<file path="config.mk">
export PLATFORM = sky130hd
export DESIGN_NAME = aapr_queue
export DESIGN_NICKNAME = d
export VERILOG_FILES = /design/src/aapr_pkg.sv /design/src/aapr_queue.sv
export SDC_FILE = /design/constraint.sdc
export NUM_CORES = 1
export LEC_CHECK = 0
export BUFFER_PORTS_ARGS = -buffer_cell sky130_fd_sc_hd__buf_4
export CORE_MARGIN = 2
export CORE_UTILIZATION = 40
export CTS_BUF_LIST = sky130_fd_sc_hd__clkbuf_8 sky130_fd_sc_hd__clkbuf_16
export DETAILED_ROUTE_END_ITERATION = 16
export SETUP_SLACK_MARGIN = 0.05
export SLEW_MARGIN = 20
export SYNTH_ARGS = -nofsm -noshare
export SYNTH_HDL_FRONTEND = slang
export SYNTH_SLANG_ARGS = --single-unit
export TNS_END_PERCENT = 100
</file>
<file path="constraint.sdc">
create_clock -name clk -period 4.5 [get_ports clk]
set_input_delay 0.45 -clock clk [delete_from_list [all_inputs] [get_ports clk]]
set_output_delay 0.45 -clock clk [all_outputs]
set_load 0.02 [all_outputs]
</file>
<file path="src/aapr_pkg.sv">
package aapr_pkg;

  localparam int CORDIC_STEPS = 16;
  localparam int ATAN_LEN = 24;
  localparam int NSTEP = (CORDIC_STEPS < ATAN_LEN) ? CORDIC_STEPS : ATAN_LEN;

  // cordic datapath width: q30 values with growth headroom
  localparam int CW = 34;
  localparam logic signed [CW-1:0] CORDIC_X0 = 34'sd652032874;
  localparam logic signed [15:0] ONE_Q14 = 16'sd16384;

  localparam int QDEPTH = 4;
  localparam int QAW = 2;

  localparam logic [1:0] REG_AXIS_X = 2'd0;
  localparam logic [1:0] REG_AXIS_Y = 2'd1;
  localparam logic [1:0] REG_AXIS_Z = 2'd2;

  typedef struct packed {
    logic signed [15:0] angle;
    logic               flip;
    logic signed [31:0] px;
    logic signed [31:0] py;
    logic signed [31:0] pz;
  } item_t;

  // atan(2^-i), 2^31 = pi
  function automatic logic signed [CW-1:0] atan_val(input int i);
    logic signed [CW-1:0] v;
    case (i)
      0: v = 34'sd536870912;
      1: v = 34'sd316933406;
      2: v = 34'sd167458907;
      3: v = 34'sd85004756;
      4: v = 34'sd42667331;
      5: v = 34'sd21354465;
      6: v = 34'sd10680862;
      7: v = 34'sd5340245;
      8: v = 34'sd2670163;
      9: v = 34'sd1335087;
      10: v = 34'sd667544;
      11: v = 34'sd333772;
      12: v = 34'sd166886;
      13: v = 34'sd83443;
      14: v = 34'sd41722;
      15: v = 34'sd20861;
      16: v = 34'sd10430;
      17: v = 34'sd5215;
      18: v = 34'sd2608;
      19: v = 34'sd1304;
      20: v = 34'sd652;
      21: v = 34'sd326;
      22: v = 34'sd163;
      23: v = 34'sd81;
      default: v = '0;
    endcase
    return v;
  endfunction

endpackage

</file>
<file path="src/aapr_queue.sv">
module aapr_queue
  import aapr_pkg::*;
(
  input  logic  clk,
  input  logic  rst,
  input  logic  push,
  input  item_t push_item,
  output logic  push_ready,
  input  logic  pop,
  output item_t head,
  output logic  head_valid
);

  item_t          mem [QDEPTH];
  logic [QAW-1:0] wp;
  logic [QAW-1:0] rp;
  logic [QAW:0]   count;
  logic           do_pop;

  assign push_ready = (count != (QAW+1)'(QDEPTH));
  assign head_valid = (count != '0);
  assign head       = mem[rp];
  assign do_pop     = pop & head_valid;

  always_ff @(posedge clk) begin
    if (push) begin
      mem[wp] <= push_item;
    end
  end

  always_ff @(posedge clk) begin
    if (rst) begin
      wp    <= '0;
      rp    <= '0;
      count <= '0;
    end else begin
      if (push) wp <= wp + 1'b1;
      if (do_pop) rp <= rp + 1'b1;
      count <= count + (QAW+1)'(push) - (QAW+1)'(do_pop);
    end
  end

endmodule

</file>
* Yosys cells after proc, flatten, opt, wreduce, memory -nomap -nowiden *
Memory sizes are Yosys's and may differ from the RTL's. A register that Yosys moved wholly into a read port is not among the register bits.
Cells that the tools add are included.

word-level totals
  bits in latches = 0
  memory bits (writable) = 452
  memories = 1
  flip-flop bits (word level) = 7
  output and inout port bits = 115
  word-level logic and storage cells = 15
  input port bits = 117
  ROM bits = 0

cells by class
  bitwise operators = 1
  equality and inequality tests = 1
  divide/modulo/power cells = 0
  shifts and indexed selects = 0
  reduce and logical (&&, ||, !) cells = 1
  multiplexer cells = 4
  add/sub/neg operators = 4
  $mul = 0
  $lt $le $gt $ge = 0

memories
  name  words  width  read ports  clocked after Yosys merged registers in  write ports  line              text
  mem   4      113    1           1                                        1            aapr_queue.sv:14  item_t mem [QDEPTH];

operators with widths
  kind                                           count
  adder 2 x 1 -> 2 bit (second input constant)   2
  two-way mux 2 bit                              2
  adder 3 x 1 -> 3 bit                           1
  inequality test 3 bit (second input constant)  1
  nonzero test 3 bit                             1
  subtractor 3 x 1 -> 3 bit                      1
  two-way mux 1 bit                              2
  bitwise AND 1 bit                              1

* Logic depth before layout (Yosys ltp) *
  depth after elaboration = 4
  mapped depth = 8
  depth with buffers taken out = 8

* Least setup slack after synthesis *
No wires, ideal clock.

  path kind = register -> register
  from = register wp[0]
  to = memory mem[0][0] (netlist bit), enable pin
  setup slack = 0.871 ns
  cell stages (with the launch flop) = 4
  setup time = 0.485 ns
  arrival time = 3.144 ns
  path through = dfxtp_1 inv_1 ha_1 and2_1

RTL lines
  what                    line              text
  from (decl)             aapr_queue.sv:15  logic [QAW-1:0] wp;
  from (signal assigned)  aapr_queue.sv:37  if (push) wp <= wp + 1'b1;
  to (decl)               aapr_queue.sv:14

Straight into the memory's write port.

==> impl_metrics.py <==
metrics = {
    "power": {
        "totalPowerFinal_mw": 11.06,
        "powerDensity_nw_per_um2": 534.7,
        "p_leak_nw": 6.957,
        "peakVddDrop_v": 0.0003673,
    },
    "floorplan": {
        "start_util": 0.4032,
        "ioPinCount": 232,
        "coreArea_um2": 41670,
        "die-width_um": 208.9,
        "die_h_um": 208.9,
        "dieArea_um2": 43650,
        "rows": 75,
    },
    "flow_run": {
        "drv_cap": 0,
    },
    "place": {
        "placedCellCount": 1394,
        "gp_congestion": 0.6804,
        "pre_cts_ws_ns": 1.942,
        "portBuffers": 231,
        "placed_area_um2": 19170,
        "hpwl_um": 19510,
    },
    "global_routing": {
        "grt-ovfl-total": 0,
        "grt_max_degree": 64,
        "first_global_vias": 8141,
        "antenna_found_initial": 1,
        "grt_use_total": 0.1520,
        "grt_pass1_wl_um": 49420,
    },
    "hold_path": {
        "min_to": "mem[3][15]",
        "min_path_cells": 1,
        "hold_start": "push_item[15]",
        "hp-class": "primary input to register",
    },
    "worst_setup_path": {
        "criticalPathCategory": "register to output port",
        "critPathCaptureType": "output port",
        "crit_family": "flip-flops",
        "crit_slowest_cell": "dfxtp_4",
        "cp_cell_sequence": "buf_4 -> mux4_2 -> buf_4",
        "path_max_fanout": 49,
        "reg2reg_from": "wp[0]",
        "cp-start-kind": "register",
        "crit_buf_inv": 2,
        "crit_arrival_ns": 2.65,
        "required_ns": 4.05,
        "worstReg2RegEnd": "mem[1][6]",
        "crit_top_cell": "buf_4",
        "worst-r2r-cell-count": 3,
        "max_stage_delay_ns": 0.83,
        "ff2ff_setup_slack_ns": 2.20,
    },
    "cells_and_area": {
        "diodes": 0,
        "area_delta_synth_final_pct": 23.17,
        "final_area_um2": 20690,
        "drive_gt1_frac": 0.4650,
        "final_nets": 1030,
        "fin_util": 0.4966,
        "fillers": 3360,
        "fin_cells": 1483,
    },
    "sta": {
        "finalHoldViolations": 0,
        "setup_viol": 0,
        "setup_tns_ns": 0,
        "fmax_mhz": 322.3,
        "rsz0062_at_grt": "false",
        "slew_viol_final": 0,
        "finalCritPeriodShare": 0.6894,
        "holdWs_ns": 0.07381,
        "period_needed_ns": 3.102,
        "worst_clock_skew_ns": 0.02583,
        "setup_slack_ns": 1.398,
        "relSlewSlack": 0.3513,
        "worst_pin_slew_ns": 0.9730,
    },
    "synth": {
        "synth_nets": 761,
        "yosys_warnings": 0,
        "syn_area_per_cell_um2": 26.37,
        "synth_seq_cells": 461,
        "synth-seq-area-share": 0.8187,
        "syn_area_um2": 16800,
        "postSynthCellCount": 637,
        "synth_cell_type_count": 21,
    },
    "clock_network": {
        "numCtsBuffers": 48,
        "htreeDepth": 2,
        "hold_buffers": 0,
        "tritoncts": "built",
        "clk_pin_slew_ns": 0.06,
        "clk_path_buf_depth": 3,
        "cts_resized": 0,
        "post_cts_buffers": 0,
        "root_buffer": "clkbuf_16",
        "cts_sinks": 461,
        "clk_latency_ns": 0.57,
    },
    "status": {
        "status": "completed",
    },
    "routing": {
        "first_pass_iters": 4,
        "wl_um": 32750,
        "ant_nets": 0,
        "vias": 7446,
        "drtIter0Drc": 437,
        "wl_per_cell_um": 22.08,
        "drc_errors": 0,
        "vias_per_cell": 5.021,
    },
}
-- area by class of cell --
cell class	instances	area, µm²	area share
multi-input cells	144	2823	0.1364
inverters	5	18.77	0.0009071
clock inverters	34	210.2	0.01016
flip-flops and latches	461	13760	0.6651
clock buffers	54	1295	0.06259
repair buffers	246	1909	0.09228
well taps	539	674.4	0.03259
-- layer usage --
| metal | up-vias | track usage | share of wire |
|---|---|---|---|
| met1 | 3858 | 0.2074 | 0.43 |
| li1 | 3288 | - | - |
| met2 | 245 | 0.2300 | 0.45 |
| met4 | 2 | 0.04015 | 0.020 |
| met3 | 53 | 0.05936 | 0.092 |
| met5 | - | 0 | 0.00040 |
-- report_power, final --
part | switching, mW | leakage, nW | internal [mW]
Clock | 1.57 | 0.777 | 2.17
Sequential | 0.0885 | 4.23 | 4.95
Combinational | 1.19 | 1.95 | 1.09
-- state kept, by name, summed over array words and instances, names as in the netlist, named ones only --
register	flops
wp	2
mem	452
count	3
rp	2
-- cells in the mapped netlist --
library cell,n,area [µm²]
and2_1,4,25.02
buf_2,12,60.06
buf_6,1,11.26
buf_8,8,120.1
clkbuf_1,6,22.52
dfxtp_1,9,180.2
edfxtp_1,452,13570
fa_1,1,20.02
ha_1,6,75.07
inv_1,5,18.77
mux2_2,3,33.78
mux2i_1,1,10.01
mux4_2,113,2545
nand2_1,1,3.750
nor2_1,7,26.28
nor2b_1,3,18.77
o311ai_0,1,8.760
o31a_1,1,8.760
or3_1,1,6.260
xnor2_1,1,8.760
xnor3_1,1,22.52
-- worst max path at each step --
| stage | startpoint | to | slack [ns] | cells past startpoint |
|---|---|---|---|---|
| 6_report | register | head[36] | 1.40 | 3 |
| 5_1_grt | register | head[36] | 1.27 | 3 |
| 4_1_cts | register | head[1] | 1.30 | 3 |
| 3_5_place_dp | register | head[1] | 1.94 | 3 |
| 3_3_place_gp | register | head[36] | 1.94 | 3 |
| 2_1_floorplan | wp[0] | mem[0][0] | 0.87 | 3 |
-- cells in the final DEF (no fill, tap or decap), drive strengths merged --
cell type	netlist	routed
bufinv	0	2
o31a	1	1
nor2b	3	3
mux2i	1	1
clkbuf	6	54
buf	21	246
inv	5	13
dfxtp	9	9
mux4	113	113
nor2	7	7
or3	1	1
nand2	1	1
o311ai	1	1
ha	6	6
and2	4	4
edfxtp	452	452
clkinv	0	24
xnor3	1	1
fa	1	1
mux2	3	3
xnor2	1	1
-- logic make-up after synthesis --
| family | after synthesis | synth area share |
|---|---|---|
| adders and majority gates | 7 | 0.005661 |
| buffers and inverters | 32 | 0.01385 |
| muxes | 117 | 0.1541 |
| DFF | 461 | 0.8187 |
| and+or+nand+nor | 16 | 0.004767 |
| AOI/OAI and AO/OA | 2 | 0.001043 |
| xor gates and xnor gates | 2 | 0.001862 |
No activity file was read; power rests on OpenSTA's default activity.
